## src/design/csem_pkg.sv

```systemverilog
// Shared types and constants for the counting semaphore wait queue.
package csem_pkg;

   localparam int ID_W   = 4;
   localparam int PRIO_W = 5;
   localparam int CSR_W  = 16;
   localparam int FAULT_W = 2;

   localparam logic OP_TAKE = 1'b0;
   localparam logic OP_GIVE = 1'b1;

   localparam logic [FAULT_W-1:0] FAULT_NONE = 2'd0;
   localparam logic [FAULT_W-1:0] FAULT_FULL = 2'd1;
   localparam logic [FAULT_W-1:0] FAULT_SAT  = 2'd2;

   // controller to datapath commands
   typedef struct packed {
      logic load;   // capture request word
      logic exec;   // apply request, load result registers
   } csem_cmd_type;

endpackage

```

## src/design/counting_semaphore_wait_queue.sv

```systemverilog
// Top level of the counting semaphore with a first-in first-out wait queue.
//
//  channel   ports                                   handshake
//  --------  --------------------------------------  ---------------------------
//  request   req_op, req_task_id, req_task_priority  start high, busy low
//  result    rsp_blocked .. rsp_fault                rsp_valid, one cycle
//  config    csr_wdata                               csr_we, no wait
//
//  Each word is captured while the head waiter is read from the queue store
//  (registered read), then executed in the EXEC state; the result strobes in
//  the cycle after execution, while the next word may already be accepted.
//  Reset leaves a count of one and an empty queue; a config write reloads the
//  count and empties the queue. The receiver cannot stall results.
module counting_semaphore_wait_queue
   import csem_pkg::*;
#(
   parameter int MAX_TASKS       = 16,
   parameter int PRIORITY_LEVELS = 32,
   parameter int COUNT_BITS      = 16
)
(
   input  logic               clock,
   input  logic               reset,
   input  logic               start,
   output logic               busy,
   input  logic               req_op,
   input  logic [ID_W-1:0]    req_task_id,
   input  logic [PRIO_W-1:0]  req_task_priority,
   output logic               rsp_valid,
   output logic               rsp_blocked,
   output logic               rsp_woken_valid,
   output logic [ID_W-1:0]    rsp_woken_task,
   output logic [PRIO_W-1:0]  rsp_woken_priority,
   output logic               rsp_preempt,
   output logic [FAULT_W-1:0] rsp_fault,
   input  logic               csr_we,
   input  logic [CSR_W-1:0]   csr_wdata
);

   csem_cmd_type cmd;

   csem_ctrl u_ctrl (
      .clock     (clock),
      .reset     (reset),
      .start     (start),
      .busy      (busy),
      .cmd       (cmd),
      .rsp_valid (rsp_valid)
   );

   csem_dp #(
      .MAX_TASKS       (MAX_TASKS),
      .PRIORITY_LEVELS (PRIORITY_LEVELS),
      .COUNT_BITS      (COUNT_BITS)
   ) u_dp (
      .clock              (clock),
      .reset              (reset),
      .cmd                (cmd),
      .csr_we             (csr_we),
      .csr_wdata          (csr_wdata),
      .req_op             (req_op),
      .req_task_id        (req_task_id),
      .req_task_priority  (req_task_priority),
      .rsp_blocked        (rsp_blocked),
      .rsp_woken_valid    (rsp_woken_valid),
      .rsp_woken_task     (rsp_woken_task),
      .rsp_woken_priority (rsp_woken_priority),
      .rsp_preempt        (rsp_preempt),
      .rsp_fault          (rsp_fault)
   );

endmodule

```

## src/design/csem_ctrl.sv

```systemverilog
// Sequencing state machine for the semaphore: accept, execute, strobe result.
module csem_ctrl
   import csem_pkg::*;
(
   input  logic         clock,
   input  logic         reset,
   input  logic         start,
   output logic         busy,
   output csem_cmd_type cmd,
   output logic         rsp_valid
);

   localparam logic ST_IDLE = 1'b0;
   localparam logic ST_EXEC = 1'b1;

   logic state_ff, state_in;
   logic rsp_valid_ff, rsp_valid_in;

   always_comb begin
      unique case (state_ff)
         ST_IDLE: state_in = start ? ST_EXEC : ST_IDLE;
         ST_EXEC: state_in = ST_IDLE;
         default: state_in = ST_IDLE;
      endcase
   end

   assign busy         = (state_ff == ST_EXEC);
   assign cmd.load     = start && !busy;
   assign cmd.exec     = busy;
   assign rsp_valid_in = cmd.exec;
   assign rsp_valid    = rsp_valid_ff;

   always_ff @(posedge clock) begin
      if (reset) begin
         state_ff     <= ST_IDLE;
         rsp_valid_ff <= 1'b0;
      end else begin
         state_ff     <= state_in;
         rsp_valid_ff <= rsp_valid_in;
      end
   end

endmodule

```

## src/design/csem_dp.sv

```systemverilog
// Semaphore datapath: token counter, circular wait queue and result registers.
module csem_dp
   import csem_pkg::*;
#(
   parameter int MAX_TASKS       = 16,
   parameter int PRIORITY_LEVELS = 32,
   parameter int COUNT_BITS      = 16
)
(
   input  logic               clock,
   input  logic               reset,
   input  csem_cmd_type       cmd,
   input  logic               csr_we,
   input  logic [CSR_W-1:0]   csr_wdata,
   input  logic               req_op,
   input  logic [ID_W-1:0]    req_task_id,
   input  logic [PRIO_W-1:0]  req_task_priority,
   output logic               rsp_blocked,
   output logic               rsp_woken_valid,
   output logic [ID_W-1:0]    rsp_woken_task,
   output logic [PRIO_W-1:0]  rsp_woken_priority,
   output logic               rsp_preempt,
   output logic [FAULT_W-1:0] rsp_fault
);

   localparam int PTR_W   = $clog2(MAX_TASKS);
   localparam int TOTAL_W = $clog2(MAX_TASKS + 1);
   localparam int ENTRY_W = ID_W + PRIO_W;
   localparam logic [COUNT_BITS-1:0] COUNT_MAX  = {COUNT_BITS{1'b1}};
   localparam logic [PTR_W-1:0]      LAST_SLOT  = PTR_W'(MAX_TASKS - 1);
   localparam logic [TOTAL_W-1:0]    TOTAL_FULL = TOTAL_W'(MAX_TASKS);

   function automatic logic [PRIO_W-1:0] clamp_prio(input logic [PRIO_W-1:0] p);
      if (int'(p) > PRIORITY_LEVELS - 1)
         return PRIO_W'(PRIORITY_LEVELS - 1);
      return p;
   endfunction

   function automatic logic [PTR_W-1:0] next_slot(input logic [PTR_W-1:0] i);
      return (i == LAST_SLOT) ? '0 : i + PTR_W'(1);
   endfunction

   logic [ENTRY_W-1:0] mem [MAX_TASKS];
   logic [ENTRY_W-1:0] rd_ff;

   logic                  op_ff;
   logic [ID_W-1:0]       id_ff;
   logic [PRIO_W-1:0]     prio_ff;

   logic [COUNT_BITS-1:0] count_ff, count_in;
   logic [PTR_W-1:0]      head_ff, head_in;
   logic [PTR_W-1:0]      tail_ff, tail_in;
   logic [TOTAL_W-1:0]    total_ff, total_in;

   logic                  blocked_ff, blocked_in;
   logic                  woken_ff, woken_in;
   logic [ID_W-1:0]       wtask_ff, wtask_in;
   logic [PRIO_W-1:0]     wprio_ff, wprio_in;
   logic                  preempt_ff, preempt_in;
   logic [FAULT_W-1:0]    fault_ff, fault_in;

   logic push_w, pop_w;
   logic [ID_W-1:0]   head_id;
   logic [PRIO_W-1:0] head_prio;

   assign head_id   = rd_ff[ENTRY_W-1:PRIO_W];
   assign head_prio = rd_ff[PRIO_W-1:0];

   always_comb begin
      count_in   = count_ff;
      head_in    = head_ff;
      tail_in    = tail_ff;
      total_in   = total_ff;
      push_w     = 1'b0;
      pop_w      = 1'b0;
      blocked_in = 1'b0;
      woken_in   = 1'b0;
      wtask_in   = '0;
      wprio_in   = '0;
      preempt_in = 1'b0;
      fault_in   = FAULT_NONE;
      if (op_ff == OP_TAKE) begin
         priority if (count_ff != '0) begin
            count_in = count_ff - COUNT_BITS'(1);
         end else if (total_ff == TOTAL_FULL) begin
            fault_in = FAULT_FULL;
         end else begin
            push_w     = 1'b1;
            tail_in    = next_slot(tail_ff);
            total_in   = total_ff + TOTAL_W'(1);
            blocked_in = 1'b1;
         end
      end else begin
         priority if (count_ff == '0 && total_ff != '0) begin
            pop_w      = 1'b1;
            head_in    = next_slot(head_ff);
            total_in   = total_ff - TOTAL_W'(1);
            woken_in   = 1'b1;
            wtask_in   = head_id;
            wprio_in   = head_prio;
            preempt_in = (head_prio < prio_ff);
         end else if (count_ff == COUNT_MAX) begin
            fault_in = FAULT_SAT;
         end else begin
            count_in = count_ff + COUNT_BITS'(1);
         end
      end
   end

   // queue store; head entry is read every cycle so it is ready at execute
   always_ff @(posedge clock) begin
      if (cmd.exec && push_w)
         mem[tail_ff] <= {id_ff, prio_ff};
      rd_ff <= mem[head_ff];
   end

   always_ff @(posedge clock) begin
      if (cmd.load) begin
         op_ff   <= req_op;
         id_ff   <= req_task_id;
         prio_ff <= clamp_prio(req_task_priority);
      end
      if (cmd.exec) begin
         blocked_ff <= blocked_in;
         woken_ff   <= woken_in;
         wtask_ff   <= wtask_in;
         wprio_ff   <= wprio_in;
         preempt_ff <= preempt_in;
         fault_ff   <= fault_in;
      end
   end

   always_ff @(posedge clock) begin
      if (reset) begin
         count_ff <= COUNT_BITS'(1);
         head_ff  <= '0;
         tail_ff  <= '0;
         total_ff <= '0;
      end else if (csr_we) begin
         count_ff <= COUNT_BITS'(csr_wdata);
         head_ff  <= '0;
         tail_ff  <= '0;
         total_ff <= '0;
      end else if (cmd.exec) begin
         count_ff <= count_in;
         head_ff  <= head_in;
         tail_ff  <= tail_in;
         total_ff <= total_in;
      end
   end

   assign rsp_blocked        = blocked_ff;
   assign rsp_woken_valid    = woken_ff;
   assign rsp_woken_task     = wtask_ff;
   assign rsp_woken_priority = wprio_ff;
   assign rsp_preempt        = preempt_ff;
   assign rsp_fault          = fault_ff;

   a_total_bound: assert property (@(posedge clock) disable iff (reset)
      total_ff <= TOTAL_FULL)
      else $error("wait queue occupancy beyond depth");

   a_ptr_gap: assert property (@(posedge clock) disable iff (reset)
      (head_ff != tail_ff) |-> (total_ff != '0) && (total_ff != TOTAL_FULL))
      else $error("queue pointers disagree with occupancy");

   a_push: assert property (@(posedge clock) disable iff (reset)
      (cmd.exec && push_w && !csr_we) |=>
         (total_ff == $past(total_ff) + TOTAL_W'(1)) && (count_ff == '0))
      else $error("blocking take did not grow queue");

   a_pop: assert property (@(posedge clock) disable iff (reset)
      (cmd.exec && pop_w && !csr_we) |=>
         (total_ff == $past(total_ff) - TOTAL_W'(1)) && $stable(count_ff))
      else $error("wake did not shrink queue or touched count");

endmodule

```

## config.mk

```make
export PLATFORM = sky130hd
export DESIGN_NAME = counting_semaphore_wait_queue
export DESIGN_NICKNAME = d
export VERILOG_FILES = /design/src/design/csem_pkg.sv /design/src/design/counting_semaphore_wait_queue.sv /design/src/design/csem_ctrl.sv /design/src/design/csem_dp.sv
export SDC_FILE = /design/constraint.sdc
export NUM_CORES = 1
export LEC_CHECK = 0
export ABC_AREA = 1
export BUFFER_PORTS_ARGS = -buffer_cell sky130_fd_sc_hd__buf_4
export CAP_MARGIN = 20
export CORE_MARGIN = 1
export CORE_UTILIZATION = 45
export DETAILED_ROUTE_END_ITERATION = 10
export PLACE_DENSITY = 0.62
export SKIP_LAST_GASP = 1
export SYNTH_ARGS = -nofsm -noshare
export SYNTH_HDL_FRONTEND = slang
export SYNTH_HIERARCHICAL = 1
export SYNTH_SLANG_ARGS = --single-unit
```

## constraint.sdc

```tcl
create_clock -name clock -period 2.1 [get_ports clock]
set_clock_uncertainty 0.05 [all_clocks]
set_input_delay 0 -clock clock [delete_from_list [all_inputs] [get_ports clock]]
set_output_delay 0 -clock clock [all_outputs]
set_load 0.005 [all_outputs]
```

Yosys cells after proc, flatten, opt, wreduce, memory -nomap -nowiden
Memories as Yosys holds them, arrays and structs flattened. A register that Yosys moved wholly into a read port is not among the register bits.
Cells that the tools add are included.
{ "totals": {"reg_bits": 55, "latchBits": 0, "mem_bits_rw": 144, "romBits": 0, "memories": 1} }
{ "op_classes": {"n_addsub": 6, "n_mul": 0, "div_mod_pow": 0, "order_cmp": 1, "n_eq_ne": 9, "shift": 0, "muxes": 25, "n_bitwise": 4, "n_reduce_logical": 15} }
{ "mem_list": {"columns": ["memory", "depth", "width", "rd", "rd_clocked_by_memory_dff", "write_ports", "line_no", "source"], "rows": [
  ["u_dp.mem", 16, 9, 1, 1, 1, "csem_dp.sv:43", "logic [ENTRY_W-1:0] mem [MAX_TASKS];"]
]} }
{ "op_table": {"columns": ["cell", "count"], "rows": [
  ["two-way mux 16 bit", 6],
  ["two-way mux 5 bit", 4],
  ["adder 16 x 1 -> 16 bit (second input constant)", 1],
  ["equality test 16 bit (second input constant)", 1],
  ["zero test 16 bit", 1],
  ["nonzero test 16 bit", 1],
  ["subtractor 16 x 1 -> 16 bit (second input constant)", 1],
  ["AND reduction 4 bit", 3],
  ["adder 4 x 1 -> 4 bit (second input constant)", 2],
  ["equality test 4 bit (second input constant)", 2],
  ["two-way mux 1 bit", 8],
  ["two-way mux 2 bit", 4],
  ["two-way mux 4 bit", 2],
  ["!= test 3 bit (second input constant)", 2],
  ["adder 5 x 1 -> 5 bit (second input constant)", 1],
  ["equality test 5 bit (second input constant)", 1],
  ["< comparator 5 bit", 1],
  ["nonzero test 5 bit", 1],
  ["subtractor 5 x 1 -> 5 bit (second input constant)", 1],
  ["!= test 2 x 1 -> 1 bit (second input constant)", 2],
  ["NOT 1 bit", 4],
  ["logical AND 1 bit", 3],
  ["AND reduction 3 bit", 1],
  ["nonzero test 3 bit", 1],
  ["6 further kinds", 6]
]} }

Logic depth before layout (Yosys ltp)
{ "logic_depth": {"word_depth": 7, "mapped_depth": 12, "mapped_depth_nobuf": 12} }

Hierarchy
Netlist, hierarchy kept.
{ "modules_own_cells": {"columns": ["module", "instances", "cells_each", "area_per_inst_um2"], "rows": [
  ["csem_dp", 1, 889, 9313.9],
  ["csem_ctrl", 1, 8, 71.3]
]} }

Worst setup path after synthesis
Ideal clock, no wire load.
{ "synth_timing": {"path_type": "reg-to-reg", "from": "register u_dp.op_ff", "to": "memory u_dp/mem[11][0] in the netlist's numbering, enable pin", "arrival_time_ns": 1.737, "t_required_ns": 1.676, "path_slack_ns": -0.061, "stages_incl_launch_ff": 8, "path_buffers": 0, "synth_period_minus_slack_ns": 2.161, "path_cell_list": "edfxtp_1 inv_2 nand3_2 nor2_4 nand2_4 nor2_4 nand2_2 nor2_1"} }
{ "synth_between": {"elab_chain_cells": 4} }
{ "synth_rtl": {"columns": ["item", "line_no", "source"], "rows": [
  ["start, declared", "csem_dp.sv:46", "logic op_ff;"],
  ["start signal, assigned", "csem_dp.sv:119", "op_ff <= req_op;"],
  ["two-way mux 1 bit", "csem_dp.sv:82", "if (op_ff == OP_TAKE) begin"],
  ["logical AND 1 bit", "csem_dp.sv:112", "if (cmd.exec && push_w)"],
  ["two-way mux 1 bit", "csem_dp.sv:112", null],
  ["two-way mux 1 bit (implied by the code)", "csem_dp.sv:113", "mem[tail_ff] <= {id_ff, prio_ff};"],
  ["end, declared", "csem_dp.sv:43", null]
]} }
No other way between the ends.

Worst setup path after layout
{ "layout_timing": {"from": "register u_dp.op_ff", "to": "memory u_dp/mem[3][5] in the netlist's numbering, enable pin"} }
The elaborated chain is that of the path after synthesis.

==> impl_metrics.env <==
export IMPL_outcome="complete, no violations"
export IMPL_synth_simple_area_share=0.1724
export IMPL_gr_usage_all_layers=0.2129
export IMPL_wl_met3_um=1449
export IMPL_cp_max_fo=8
export IMPL_synthFlopType="edfxtp_1"
export IMPL_dpl_hpwl_um=14880
export IMPL_place_inst=1234
export IMPL_drt_iter0_drc=493
export IMPL_postRouteAntennaNets=0
export IMPL_worstSkewPairLatency_ps=510
export IMPL_relSlewSlack=0.4176
export IMPL_gp_congestion=0.8554
export IMPL_ir_worst_vdd_uv=536.1
export IMPL_power_leakage_nw=4.588
export IMPL_die_w_um=146.4
export IMPL_grt_ovfl_total=0
export IMPL_yosys_cell_types_count=38
export IMPL_root_buffer="clkbuf_16"
export IMPL_power_total_mw=9.051
export IMPL_fmax_mhz=477.4
export IMPL_cts_tree="done"
export IMPL_synth_seq_area_share=0.6229
export IMPL_dr_wl_met2_um=11550
export IMPL_syn_inst=897
export IMPL_rsz0062_at_grt="yes"
export IMPL_cp_end_kind="flop"
export IMPL_grt_pass1_vias=6513
export IMPL_port_buffers=45
export IMPL_fin_ws_ps=5.266
export IMPL_stdcell_count=1337
export IMPL_ios=46
export IMPL_postPlaceCellArea_um2=10380
export IMPL_fin_nets=1109
export IMPL_dp_slack_ps=15.74
export IMPL_tightest_slew_ps=870.4
export IMPL_final_cell_area_um2=12050
export IMPL_async_flop_share=0
export IMPL_die_y_um=146.4
export IMPL_cp_data_required_time_ps=2270
export IMPL_vias=7089
export IMPL_clkSlewWorstSetupHoldPaths_ps=60
export IMPL_drive_gt1_frac=0.2165
export IMPL_cts_buffers=22
export IMPL_muxShareOfSynthArea=0.01706
export IMPL_final_setup_viol_count=0
export IMPL_ys_seq_elements=208
export IMPL_totalWireLength_um=23780
export IMPL_antenna_found_initial=0
export IMPL_final_hold_viol_count=0
export IMPL_dr_pass1_iters=5
export IMPL_hp_class="in -> reg"
export IMPL_top_layer_used="met4"
export IMPL_post_route_period_util=0.9975
export IMPL_avgSynthCellArea_um2=10.46
export IMPL_slew_viol_final=0
export IMPL_synth_top_family_by_area="simple AND/OR/NAND/NOR gates"
export IMPL_start_util=0.4609
export IMPL_cp_start_kind="flop"
export IMPL_met1Wirelength_um=10180
export IMPL_yosys_area_share_adder=0.03893
export IMPL_cts_sink_count=208
export IMPL_final_min_clock_period_ps=2095
export IMPL_p_per_area_nw_per_um2=751.2
export IMPL_synth_edf_count=168
export IMPL_path_class="reg -> reg"
export IMPL_die_area_um2=21440
export IMPL_n_antenna_cell=0
export IMPL_rows=52
export IMPL_synth_compound_area_frac=0.09332
export IMPL_cts_buffer_depth=3
export IMPL_synth_fp_nets=955
export IMPL_grt_start_max_net_pins=41
export IMPL_hold_slack_ps=164.1
export IMPL_wl_per_cell_um=17.78
export IMPL_arrival_ps=2260
export IMPL_maxCapViolCount=0
export IMPL_area_delta_synth_final_pct=28.38
export IMPL_synth_cell_area_um2=9385
export IMPL_yosysWarnings=6
export IMPL_h_tree_depth=1
export IMPL_viasPerCell=5.302
export IMPL_drc_errors=0
export IMPL_core_um2=20360
export IMPL_synth_xor_area_frac=0.009332
export IMPL_grt_pass1_wl_um=35160
==> final cells by class <==
cell class | instances | area (um2)
multi-input cells | 580 | 3417
well taps | 270 | 337.8
repair buffers | 162 | 1458
clock buffers | 30 | 600.6
clock inverters | 10 | 87.58
inverters | 77 | 300.3
flip-flops and latches | 208 | 5848
fillers | 1685 | 8315
==> synth_stat cells (5+ instances only) <==
library cell	n	area, um2
nand3_1	62	310.3
dfxtp_1	40	800.8
o21ai_0	50	250.2
mux2i_1	16	160.2
o32ai_1	20	175.2
nand2_1	151	566.8
inv_1	70	262.8
clkbuf_1	20	75.07
nor2_1	146	548.0
ha_1	26	325.3
nand2_2	5	31.28
edfxtp_1	168	5045
xor2_1	7	61.31
o221ai_1	16	140.1
a21oi_1	40	200.2
buf_2	8	40.04
nor2_2	5	31.28
==> registers in the layout (all words and copies together) (netlist names) <==
signal,flops
u_dp/rsp_fault,2
u_dp/prio_ff,5
u_dp/rsp_blocked,1
u_dp/rsp_preempt,1
u_ctrl/rsp_valid,1
u_dp/rsp_woken_valid,1
u_dp/rsp_woken_task,4
u_ctrl/busy,1
u_dp/total_ff,5
u_dp/id_ff,4
u_dp/rsp_woken_priority,5
u_dp/op_ff,1
u_dp/head_ff,4
u_dp/tail_ff,4
u_dp/rd_ff,9
u_dp/count_ff,16
u_dp/mem,144
==> cell families (layout without fill, tap and decap cells) <==
logic type | after synthesis | in the layout
buffers and inverters | 109 | 279
flip-flops | 208 | 208
XOR/XNOR | 10 | 10
adder cells (fa/ha/maj) | 28 | 28
AO/OA/AOI/OAI | 140 | 140
multiplexers | 16 | 16
AND/OR/NAND/NOR | 386 | 386
==> cell usage in the layout (no fill, tap or decap), types with 3 or more instances in the layout <==
master         synthesis  final
edfxtp_1             168    168
nand2_1              151    141
nor2_1               146    130
buf_4                  1     95
inv_1                 70     67
nand3_1               62     59
o21ai_0               50     48
dlygate4sd3_1          0     41
dfxtp_1               40     38
a21oi_1               40     32
clkbuf_16              0     22
o32ai_1               20     20
buf_6                  1     19
ha_1                  26     18
mux2i_1               16     16
o221ai_1              16     16
nor2_4                 2     13
nand2_2                5     11
nor2_2                 5     10
a21oi_2                2     10
xor2_1                 7      7
ha_4                   0      7
clkinv_1               2      6
clkbuf_1              20      6
inv_2                  3      5
nand2_4                2      5
buf_12                 0      5
o21ai_2                3      4
nand4_1                4      4
nand3b_1               4      4
clkinv_2               2      3
o211ai_1               3      3
xnor2_1                3      3
a21o_1                 3      3
nand3_2                1      3
==> final timing paths <==
path                      endpoint  slack [ps]                  from  cells after the start
setup / recovery    u_dp/mem[3][5]           5            u_dp/op_ff                     10
hold / removal     u_dp/prio_ff[1]         160  req_task_priority[1]                      2
setup reg to reg    u_dp/mem[3][5]           5            u_dp/op_ff                     10
hold reg to reg   u_dp/total_ff[3]         460      u_dp/total_ff[3]                      2
==> per-layer routing <==
| metal | track usage | vias up |
|---|---|---|
| li1 | - | 3441 |
| met2 | 0.3595 | 215 |
| met4 | 0.05573 | 0 |
| met5 | 0 | - |
| met1 | 0.2860 | 3384 |
| met3 | 0.03375 | 49 |
==> critical path: stages (launching register included) <==
cell and delay [ps]:
edfxtp_1 440, clkinv_4 130, buf_12 150, buf_6 110, nand3_4 80, nor2_4 150
nand2_4 100, nor2_4 170, nand2_4 90, nor2_4 170, buf_6 160
==> timing repair <==
action                     CTS  global route
resized for setup            0           118
setup buffers                0            13
hold buffers                42             0
pin swaps                    0            16
hold endpoints to repair    31             0
setup endpoints to repair    1           142
cloned                       0             9
==> through the flow <==
stage | TNS, ps | util
2_1_floorplan | -7835 | -
3_3_place_gp | 0 | 0.5096
3_5_place_dp | 0 | 0.5096
4_1_cts | -7.559 | 0.5640
5_1_grt | -2770 | 0.5917
6_report | 0 | 0.5917
==> report_power, final <==
group	switching, mW	total [mW]	internal [mW]
Clock	1.55	3.68	2.13
Sequential	0.0697	4.57	4.50
Combinational	0.433	0.794	0.361
Total	2.05	9.05	7.00
(Power assumes the default switching activity.)
